File: src/rtl/dvsf_ram.sv
`timescale 1ns / 1ps
// Generic synchronous RAM: one write port, two registered read ports.
// No dependencies.
module dvsf_ram #(
	parameter int WIDTH = 8,
	parameter int DEPTH = 16,
	localparam int AW = $clog2(DEPTH)
) (
	input  logic             clk,
	input  logic             we,
	input  logic [AW-1:0]    waddr,
	input  logic [WIDTH-1:0] wdata,
	input  logic             re_a,
	input  logic [AW-1:0]    raddr_a,
	output logic [WIDTH-1:0] rdata_a,
	input  logic             re_b,
	input  logic [AW-1:0]    raddr_b,
	output logic [WIDTH-1:0] rdata_b
);

	logic [WIDTH-1:0] mem [DEPTH];

	always_ff @(posedge clk) begin
		if (we) begin
			mem[waddr] <= wdata;
		end
		if (re_a) begin
			rdata_a <= mem[raddr_a];
		end
		if (re_b) begin
			rdata_b <= mem[raddr_b];
		end
	end

endmodule

File: config.mk
export PLATFORM = sky130hd
export DESIGN_NAME = dvsf_ram
export DESIGN_NICKNAME = d
export VERILOG_FILES = /design/src/rtl/dvsf_ram.sv
export SDC_FILE = /design/constraint.sdc
export NUM_CORES = 1
export LEC_CHECK = 0
export BUFFER_PORTS_ARGS = -buffer_cell sky130_fd_sc_hd__buf_2
export CAP_MARGIN = 10
export CORE_MARGIN = 2
export CORE_UTILIZATION = 35
export CTS_CLUSTER_DIAMETER = 150
export DETAILED_ROUTE_END_ITERATION = 10
export PLACE_DENSITY = 0.57
export SYNTH_ARGS = -nofsm -noshare
export SYNTH_HDL_FRONTEND = slang
export SYNTH_SLANG_ARGS = --single-unit
export TNS_END_PERCENT = 1
File: constraint.sdc
create_clock -name clk -period 2.28 [get_ports clk]
set_input_delay 0.114 -clock clk [delete_from_list [all_inputs] [get_ports clk]]
set_output_delay 0.114 -clock clk [all_outputs]
set_load 0.02 [all_outputs]
== Word-level counts from Yosys, hierarchy flattened ==
Memories as Yosys holds them, arrays and structs flattened. A register that Yosys moved wholly into a read port is not among the register bits.
Cells that the tools add are included.

* Register bits after elaboration: 0
* Bits in writable memories: 128
* Input port bits: 24
* Output and inout bits: 16
* Logic and storage cells: 3
* Memories: 1

* Multiplexer cells: 2

{| class="wikitable"
|+ Memories
! memory !! words !! width !! read ports !! clocked after Yosys merged registers in !! write ports !! RTL line !! RTL
|-
| mem || 16 || 8 || 2 || 2 || 1 || 21 || <nowiki>logic [WIDTH-1:0] mem [DEPTH];</nowiki>
|}

{| class="wikitable"
|+ Operator list
! operator !! number
|-
| two-way mux 1 bit || 2
|}

== Logic depth before layout (Yosys ltp) ==
* Word-level depth: 2
* Mapped depth: 5
* Gate-level depth less buffers: 3

== Worst setup path after synthesis ==
OpenSTA, ideal clock, no wires.

* Path type: input port to flip-flop
* Start point: in waddr[2]
* End point: mem mem[0][0], enable pin
* Setup time: 383 ps
* Arrival time: 1224 ps
* Data required time: 1897 ps
* Path slack: 673 ps
* Stages: 2
* Buffers on the path: 0
* Path through: or3b_2 nor3_1

{| class="wikitable"
|+ RTL lines
! item !! RTL line !! RTL
|-
| from (decl) || 11 || <nowiki>input logic [AW-1:0] waddr,</nowiki>
|-
| to (decl) || 21 ||
|}

No word-level cell before the write port.

==> impl_results.md <==
- Result of the run: finished, final reports clean
- Dominant combinational cell family by area after synthesis: multiplexers
- Type of origin of the critical path: register
- Clock tree buffer depth: 2
- Worst slew pin tran: 0.4975 ns
- Detail Route Antenna Nets: 0
- Count of buffers inserted at the top-level ports: 39
- Vias after detailed routing: 3,391
- Area fraction in and, or, nand and nor cells after synthesis: 3.346%
- Area of the core: 0.01809 mm2
- Share of cells above drive strength 1: 33.68%
- Hold slack: 0.07193 ns
- Number of cells on the worst reg-to-reg path: 3
- Initial core utilization: 35.97%
- Fill cell count: 1,561
- Post-CTS Resized: 0
- Leakage: 2.605 nW
- RSZ-0062 raised after global routing: false
- Final slew viol count: 0
- Largest net degree at the start of global routing: 17
- Crit share post-route: 69.73%
- DRT Wirelength: 15,290 um
- Global-route wire length before repair: 23,380 um
- Minimum setup slack after placement: 0.3514 ns
- Clock-pin slew on the worst setup and hold paths: 0.06 ns
- Global-route total usage across every layer: 16.66%
- Share of the yosys chip area belonging to registers: 66.46%
- Power per cell area: 785.0 mW/mm2
- Average wire per standard cell: 24.86 um
- Detailed placement HPWL: 10,340 um
- Critical Path AT: 1.75 ns
- Vias in the first global route: 3,732
- Number of distinct library cells after synthesis: 19
- Detailed-route vias per instance: 5.514
- Total gr overflow: 0
- H-tree levels: 4
- Data required time at the worst endpoint: 2.44 ns
- Worst relative slew slack: 66.84%
- Post-Syn Area per Cell: 21.19 um2
- Top-Level Pins: 40
- Number of buffers inserted by post-CTS setup repair: 0
- Overall power of the completed layout: 0.005966 W
- Placed cells: 585
- Post-synthesis cell type with the largest combined area: edfxtp_1
- TritonCTS clock tree: built
- Critical path endpoint category: register
- Area taken by multi-input logic gates: 0.002009 mm2
- Horiz. Die Dim: 140.3 um
- Worst hold path type: input pin to register
- Die area: 0.01970 mm2
- Minimum clock period: 1.590 ns
- Max Cap Violations: 0
- Non-filler cells, final: 615
- Multiplexer share of the synthesized area: 23.85%
- XOR/XNOR share of the synthesized area: 0%
- Post-synthesis net count: 331
- Top post-synthesis cells by area: edfxtp_1 66%, mux4_2 12%, mux4_1 11%
- Fraction of synthesized cell area taken by the top area cell type: 66.46%
- Total iterations of the first detailed-routing run: 6
- Vertical die dimension: 140.3 um
- RePlAce Congestion: 0.7612
- Worst setup slack after layout: 0.6902 ns
- Startpoint-to-endpoint class of the critical path: register to register
- Post-synthesis instance area: 0.006506 mm2
- Placement Rows: 49
- Final net count: 399
- Cell count after synthesis: 307
- Drt first-iter violations: 299
- Hold depth: 1
- Number of diodes: 0
- Setup TNS after final layout: 0 ns
- Final setup skew: 0.005129 ns
- Peak supply drop: 486.7 uV
- Final count of hold timing violations: 0
- Post-CTS Hold Buffers: 0
- CTS Sinks: 144
- Buffer cell driving the clock tree root: clkbuf_16
- Top achievable clock speed: 0.6290 GHz
- Setup-failing EPs final: 0
- Number of remaining DRC errors: 0
- Synth-to-layout area growth: 16.83%
- Inserted Clock Buffers: 17
- Source-to-sink clock delay at the later pin of the worst-skew pair: 0.42 ns
- Initial antenna violation count: 0
- Number of synthesized register bits: 144
- Compound-gate portion of the synthesized area: 3.692%
- Crit-path max FO: 2
- Total area of sequential cells: 0.004324 mm2
- Synthesized-area fraction occupied by adder cells: 0%
- Warnings from Yosys: 0
## sequential cells by signal (all words and copies together) (netlist names)
name / cells
mem: 128
rdata_a: 8
rdata_b: 8
## layout make-up
type | instances | share of cell area, %
clock buffer | 21 | 5.794
tap | 229 | 3.770
sequential | 144 | 56.89
timing repair buffer | 69 | 6.189
multi-input combinational | 143 | 26.44
clock inverter | 9 | 0.9218
## per-stage QoR
stage	util [%]	area [um2]
after global routing	42.03	7601
after CTS	42.03	7601
after global placement	39.20	7091
after detailed placement	39.20	7091
final	42.03	7601
after floorplan	-	6506
## metal layers
layer  wire (um)  track usage (%)  vias up
li1            -                -     1489
met1        6331            22.04     1768
met2        7727            27.53      123
met3        1070            3.863       11
met4         158            5.263        0
met5           0                0        -
## power breakdown
| group | leakage [nW] | switching, W | total [W] | internal [W] |
|---|---|---|---|---|
| Sequential | 1.32 | 0.0000303 | 0.00303 | 0.00300 |
| Clock | 0.251 | 0.000997 | 0.00246 | 0.00147 |
| Combinational | 1.04 | 0.000263 | 0.000475 | 0.000212 |
## Yosys cell counts
cell,n
nor2_1,14
mux4_2,34
mux4_1,28
nand3b_1,2
buf_2,6
buf_4,2
edfxtp_1,144
nand2b_1,2
mux4_4,2
and2b_1,2
a22oi_1,32
nand2_1,17
nor3_1,4
buf_6,6
nor2b_1,2
and2_1,2
clkdlybuf4s25_2,6
nand3_1,1
or3b_2,1
## placed cells by master (no fill, tap or decap)
master	n
nand2_1	17
or3b_2	1
edfxtp_1	144
bufinv_16	1
mux4_4	2
clkinvlp_4	1
buf_12	4
a22oi_1	32
and2b_1	2
mux4_2	34
clkinv_2	5
nand3b_1	2
nand3_1	1
nor3_1	4
nor2b_1	2
nor2_1	14
buf_4	26
clkbuf_16	17
nand2b_1	2
clkinv_1	2
clkbuf_1	4
and2_1	2
mux4_1	28
buf_2	39
## worst max-delay path, cell delays in order (launching register included)
cell      delay, ns
edfxtp_1       0.38
mux4_1         0.53
a22oi_1        0.28
nand2_1        0.13
## worst paths after layout
kind                                              to                 from  slack [ns]
worst min register to register  rdata_a[0]$_DFFE_PP_  mem[7][0]$_DFFE_PP_        0.77
worst min-delay path            mem[14][4]$_DFFE_PP_             wdata[4]        0.07
worst max-delay path            rdata_a[5]$_DFFE_PP_  mem[1][5]$_DFFE_PP_        0.69
worst max register to register  rdata_a[5]$_DFFE_PP_  mem[1][5]$_DFFE_PP_        0.69
## cell families after synthesis
family / after synthesis
simple gates: 47
compound gates: 32
buf+inv: 20
flops: 144
mux: 64
No activity file was read; power rests on OpenSTA's default activity.
