<file path="src/rtl/dvsf_pkg.sv">
`timescale 1ns / 1ps
// Shared constants, codes and types of the ADPCM voice sample fetch block.
// No dependencies; imported by every other file but dvsf_ram.
package dvsf_pkg;

	localparam int STORE_BYTES = 4096;
	localparam int STORE_AW    = $clog2(STORE_BYTES);
	localparam int COEF_COUNT  = 16;
	localparam int COEF_AW     = $clog2(COEF_COUNT);
	localparam int ADDR_W      = 32;
	localparam int SIZE_W      = 13;
	localparam int CTX_W       = 40;
	localparam int CFG_IDX_W   = 3;
	localparam int SMP_W       = 16;

	typedef enum logic [1:0] {
		REQ_STORE  = 2'd0,
		REQ_COEF   = 2'd1,
		REQ_START  = 2'd2,
		REQ_DECODE = 2'd3
	} req_t;

	typedef enum logic [1:0] {
		FMT_ADPCM = 2'd0,
		FMT_PCM16 = 2'd1,
		FMT_PCM8  = 2'd2,
		FMT_NONE  = 2'd3
	} fmt_t;

	typedef enum logic [CFG_IDX_W-1:0] {
		CFG_FORMAT    = 3'd0,
		CFG_START     = 3'd1,
		CFG_END       = 3'd2,
		CFG_LOOP_ADDR = 3'd3,
		CFG_LOOP_EN   = 3'd4,
		CFG_LOOP_CTX  = 3'd5,
		CFG_INIT_CTX  = 3'd6,
		CFG_MEM_SIZE  = 3'd7
	} cfg_reg_t;

	// Operands of one ADPCM predictor evaluation.
	typedef struct packed {
		logic [3:0]       nibble;
		logic [3:0]       scale;
		logic [SMP_W-1:0] coef0;
		logic [SMP_W-1:0] coef1;
		logic [SMP_W-1:0] hist1;
		logic [SMP_W-1:0] hist2;
	} pred_in_t;

endpackage

</file>
<file path="src/rtl/dvsf_pred.sv">
`timescale 1ns / 1ps
// ADPCM two-tap predictor: registered products, then round, shift and saturate.
// Depends on dvsf_pkg for pred_in_t and widths.
module dvsf_pred import dvsf_pkg::*; (
	input  logic             clk,
	input  logic             go,
	input  pred_in_t         pin,
	output logic [SMP_W-1:0] sample
);

	logic signed [19:0] nib_ext;
	logic signed [19:0] nterm_d;
	logic signed [31:0] prod0_d;
	logic signed [31:0] prod1_d;
	logic signed [19:0] nterm_s3;
	logic signed [31:0] prod0_s3;
	logic signed [31:0] prod1_s3;
	logic signed [33:0] sum;
	logic signed [22:0] quot;

	// Nibble times 2^scale; the 2^11 factor is applied after the register.
	assign nib_ext = $signed({{16{pin.nibble[3]}}, pin.nibble});
	assign nterm_d = nib_ext <<< pin.scale;
	assign prod0_d = $signed(pin.coef0) * $signed(pin.hist1);
	assign prod1_d = $signed(pin.coef1) * $signed(pin.hist2);

	always_ff @(posedge clk) begin
		if (go) begin
			nterm_s3 <= nterm_d;
			prod0_s3 <= prod0_d;
			prod1_s3 <= prod1_d;
		end
	end

	// Round to nearest, floor on the arithmetic shift, clamp to 16 bits.
	assign sum = (34'(nterm_s3) <<< 11) + 34'(prod0_s3) + 34'(prod1_s3) + 34'sd1024;
	assign quot = 23'(sum >>> 11);

	always_comb begin
		if (quot > 23'sd32767) begin
			sample = 16'h7FFF;
		end else if (quot < -23'sd32768) begin
			sample = 16'h8000;
		end else begin
			sample = quot[SMP_W-1:0];
		end
	end

endmodule

</file>
<file path="config.mk">
export PLATFORM = sky130hd
export DESIGN_NAME = dvsf_pred
export DESIGN_NICKNAME = d
export VERILOG_FILES = /design/src/rtl/dvsf_pkg.sv /design/src/rtl/dvsf_pred.sv
export SDC_FILE = /design/constraint.sdc
export NUM_CORES = 2
export LEC_CHECK = 0
export ABC_AREA = 0
export BUFFER_PORTS_ARGS = -buffer_cell sky130_fd_sc_hd__buf_4
export CORE_MARGIN = 2
export CORE_UTILIZATION = 35
export CTS_CLUSTER_SIZE = 28
export DETAILED_ROUTE_END_ITERATION = 10
export GPL_ROUTABILITY_DRIVEN = 1
export PLACE_DENSITY = 0.58
export SLEW_MARGIN = 20
export SYNTH_ARGS = -nofsm -noshare
export SYNTH_HDL_FRONTEND = slang
export SYNTH_SLANG_ARGS = --single-unit
</file>
<file path="constraint.sdc">
create_clock -name clk -period 8.5 [get_ports clk]
set_input_delay 1.275 -clock clk [delete_from_list [all_inputs] [get_ports clk]]
set_output_delay 1.275 -clock clk [all_outputs]
set_load 0.01 [all_outputs]
</file>
# Word-level counts from Yosys, hierarchy flattened
# Index checks and enable logic that the tools add are counted.
# W data, S select, Z words.
[totals]
regBits = 84
in_bits = 74
out_inout_bits = 16
wordCells = 13
[classes]
n_addsub = 3
n_mul = 2
magnitude_cmp = 2
shifts = 1
mux = 2
[op_table]
columns = ["op", "count"]
rows = [
  ["$mul A16 B16 Y32", 2],
  ["$add A33 B32 Y34", 1],
  ["$add A34 B12 Y34 const B", 1],
  ["$add A31 B32 Y33", 1],
  ["$mux W16", 2],
  ["$gt A23 B16 Y1 const B", 1],
  ["$lt A23 B16 Y1 const B", 1],
  ["$sshl A4 B4 Y20", 1],
]

# Logic depth before layout (Yosys ltp)
[logic_depth]
ltp_word = 6
mapped_depth = 25
ltp_nobuf = 24

# Least setup slack after synthesis
# Ideal clock, no wire load.
[synth_path]
kind = "input port to flip-flop"
start = "in pin[55] in the netlist's numbering"
end = "reg prod0_s3[30], data pin"
setup_ns = 0.258
arrival_ns = 6.828
t_required_ns = 8.242
slack_ns = 1.414
stages = 24
path_buffers = 1
cell_sequence = "clkbuf_1 -> nand2_1 -> fa_1 -> inv_1 -> fa_1 -> inv_1 -> fa_1 -> inv_1 -> fa_1 -> fa_1 -> inv_1 -> fa_1 -> inv_1 -> ha_1 -> a21o_1 -> a21o_1 -> a211oi_1 -> nor2_1 -> a211oi_1 -> o31ai_1 -> a211o_1 -> a211o_1 -> a21oi_1 -> xnor2_1"
[synth_between]
elab_chain_len = 1
[synth_lines]
columns = ["element", "line", "text"]
rows = [
  ["start: declaration", "dvsf_pred.sv:7", "input pred_in_t pin,"],
  ["$mul A16 B16 Y32", "dvsf_pred.sv:24", "assign prod0_d = $signed(pin.coef0) * $signed(pin.hist1);"],
  ["net prod0_d[30]", "dvsf_pred.sv:13", "logic signed [31:0] prod0_d;"],
  ["end signal: assignment", "dvsf_pred.sv:30", "prod0_s3 <= prod0_d;"],
  ["end: declaration", "dvsf_pred.sv:16", "logic signed [31:0] prod0_s3;"],
]
# The timed path passes the listed nets, and every way through them passes these cells.
# A chain may end at the register's enable or synchronous reset.

# Final worst setup path
[layout_path]
start = "in pin[26] in the netlist's numbering"
end = "reg prod0_s3[30], data pin"
# Same word-level chain as after synthesis.

==> key figures <==
Routing
  • Post-Route WL: 53.5 mm
  • Drt initial violations: around 820
  • Via Count: around 17000
  • Final ANT Viol Nets: 0
  • Drc violations: 0
  • WL/cell: between 15 and 20 um
  • Via density: approximately 4.7
  • Drt pass-1 iters: 4

Clocking
  • Sink Count: 83
  • CTS tree: done
  • CTS Hold Bufs: 0
  • Post-CTS Setup Repair Bufs: 0
  • Clock slew at reported path FFs: about 0.060 ns
  • Resize count post-CTS: 0
  • CTS Root Cell: clkbuf_16
  • CTS max path bufs: 2
  • CTS buffer count: 9
  • H-Tree Depth: 3

Floorplan
  • Die area: ~72000 um^2
  • Die width: roughly 270 um
  • Core area: around 70000 um^2
  • Initial Utilization: 0.352
  • Rows: a little under 100
  • Die height: between 200 and 300 um
  • Ports: 90

Placement
  • Number of I/O port buffers: 89
  • Routability cong.: between 0.8 and 0.9
  • Detailed Place HPWL: approximately 45 mm

Critical path
  • Crit end category: register
  • CP most frequent cell: fa_1
  • Crit path cell chain: buf_4, and2_1, fa_1, inv_1, fa_1, inv_1, fa_1, fa_1, fa_1, inv_1, fa_1, inv_1, ha_1, a21o_1, a21o_1, a211oi_1, nor2_1, a211oi_1, o31ai_1, a211o_1, a211o_1, a21oi_1, xnor2_1
  • Crit path DAT: 7.22 ns
  • CP peak stage delay: between 0.5 and 0.6 ns
  • Crit Path Max Fanout: 16
  • Crit-path slowest cell: fa_1
  • Setup crit start kind: input pin
  • Critical Path RT: 8.60 ns
  • Crit Path Class: input pin to register

Synth
  • Primary FF master, synth: edfxtp_1
  • Area leader, netlist: fa_1
  • Synthesized area: around 25000 um^2
  • Yosys reg bits: 83
  • Avg Inst Size Synth: between 9 and 10 um^2
  • Dominant cells by area after synthesis: fa_1 (44%), ha_1 (10%), edfxtp_1 (10%)
  • Cells after Synth: 2578
  • Ys async rst share: 0
  • Syn Nets: between 3000 and 4000
  • Post-synth top area share: 0.445
  • Cell variety after synth: 65
  • Seq/Total Area, Yosys: 0.102
  • Post-synth EDFFs: slightly above 80
  • Yosys warning count: 0

STA
  • Fmax: 140 MHz
  • Final hold vios: 0
  • RSZ-0062 raised after global routing: false
  • Hold_ws: between 1 and 1.5 ns
  • Worst-Margin Slew: 0.780 ns
  • Setup tns final: 0 ns
  • Minimum clock period: roughly 7.1 ns
  • Final Max Slew Viols: 0
  • Period Utilization, post-route: 0.839
  • Rel. slew slack: 0.480
  • Final-report setup violation count: 0

Global route
  • GRT Total Usage: 0.159
  • Initial antenna violation count: 5
  • Grt ovf: 0
  • Largest net degree at the start of global routing: 84
  • First-pass GRT wire length: slightly above 90 mm
  • Vias in the first global route: 18200

Flow run
  • Max-cap violations: 0

Final layout
  • Area Overhead vs Synth: 7.40%
  • Layout cells sized above 1: 0.0480
  • Fin nets: around 3400
  • Filler cell count: between 7000 and 8000

Status
  • Outcome: finished clean

Min path
  • HP Class: input pin to register
==> flip-flops by register name, indices dropped and copies added (netlist names) <==
register / cells
nterm_s3: 19
prod1_s3: 32
prod0_s3: 32
==> final timing paths <==
check / from / to / slack, ns / cells past startpoint
hold / removal: pin[71] / nterm_s3[18] / 1.26 / 1
setup / recovery: pin[26] / prod0_s3[30] / 1.37 / 23
==> area by class of cell <==
cell class | count | area, um^2 | area share
Antenna cell | 4 | 10.0 | 0.000380
Tap cell | 940 | 1180 | 0.0446
Multi-Input combinational cell | 1810 | 19500 | 0.739
Inverter | 605 | 2270 | 0.0862
Sequential cell | 83 | 2490 | 0.0946
Timing Repair Buffer | 90 | 679 | 0.0258
Clock buffer | 10 | 229 | 0.00869
Clock inverter | 5 | 31.3 | 0.00119
==> cells in the mapped netlist (all sizes together), types with 7 or more instances <==
cell type    n
inv        605
fa         545
nand2      313
and2       238
ha         205
edfxtp      83
a21oi       82
clkbuf      74
nor2        71
xnor2       71
o21ai       43
a21o        37
xor2        18
nand2b      17
nor3        16
o21bai      16
nand3       13
a211oi      12
o21a        11
nor2b       10
a31oi        9
nand4        9
a211o        8
and3         7
==> routing by layer <==
metal,track usage,vias to the layer above,wire [um]
met5,0,-,13
met4,0.0389,2,1250
met3,0.0150,64,1270
met2,0.288,220,28100
met1,0.204,8578,22800
li1,-,7840,-
==> layout by cell type (no fill, tap or decap), types with 4 or more instances in the layout <==
cell type,n
nand2b_1,17
o21bai_1,16
nor2b_1,10
ha_1,205
diode_2,4
nand4_1,9
xor2_1,18
a31oi_1,9
nand2_1,313
a22oi_1,5
o211ai_1,5
fa_1,545
nand3_1,13
edfxtp_1,83
a211oi_1,10
a21o_1,36
nor3_1,15
and3_1,7
and2_1,238
nor2_1,71
buf_4,89
inv_1,605
xnor2_1,71
a21oi_1,81
a211o_1,8
o21a_1,11
o21ai_0,40
clkbuf_16,9
a31o_2,4
==> critical path: cells and delay by family <==
family / cells / cell delay (ns)
AND/OR/NAND/NOR: 2 / 0.30
buffers and inverters: 5 / 0.37
XOR/XNOR: 1 / 0.09
AO/OA/AOI/OAI: 8 / 1.87
adder cells (fa/ha/maj): 7 / 3.31
==> kinds of logic (layout without fill, tap and decap cells) <==
kind of cell / count (synthesis) / in the layout / synth area share
simple gates: 714 / 714 / 0.143
other cells: 0 / 4 / 0
mux: 5 / 5 / 0.00260
flops: 83 / 83 / 0.102
compound gates: 252 / 252 / 0.0668
fa+ha+maj: 750 / 750 / 0.549
xor+xnor: 89 / 89 / 0.0318
buf+inv: 685 / 710 / 0.105
==> metrics by stage <==
| stage | utilization | cell area [um^2] | worst slack (ns) | cells |
|---|---|---|---|---|
| 2_1_floorplan | - | 24500 | 1.41 | 2578 |
| 3_3_place_gp | 0.374 | 26100 | 1.04 | 3528 |
| 3_5_place_dp | 0.374 | 26100 | 1.00 | 3528 |
| 4_1_cts | 0.378 | 26300 | 1.37 | 3543 |
| 5_1_grt | 0.378 | 26400 | 0.956 | 3547 |
| 6_report | 0.378 | 26400 | 1.37 | 3547 |
Power is left out: the tool's default activity adds up to more than one toggle a clock period on the data nets, which glitch-free logic cannot reach.
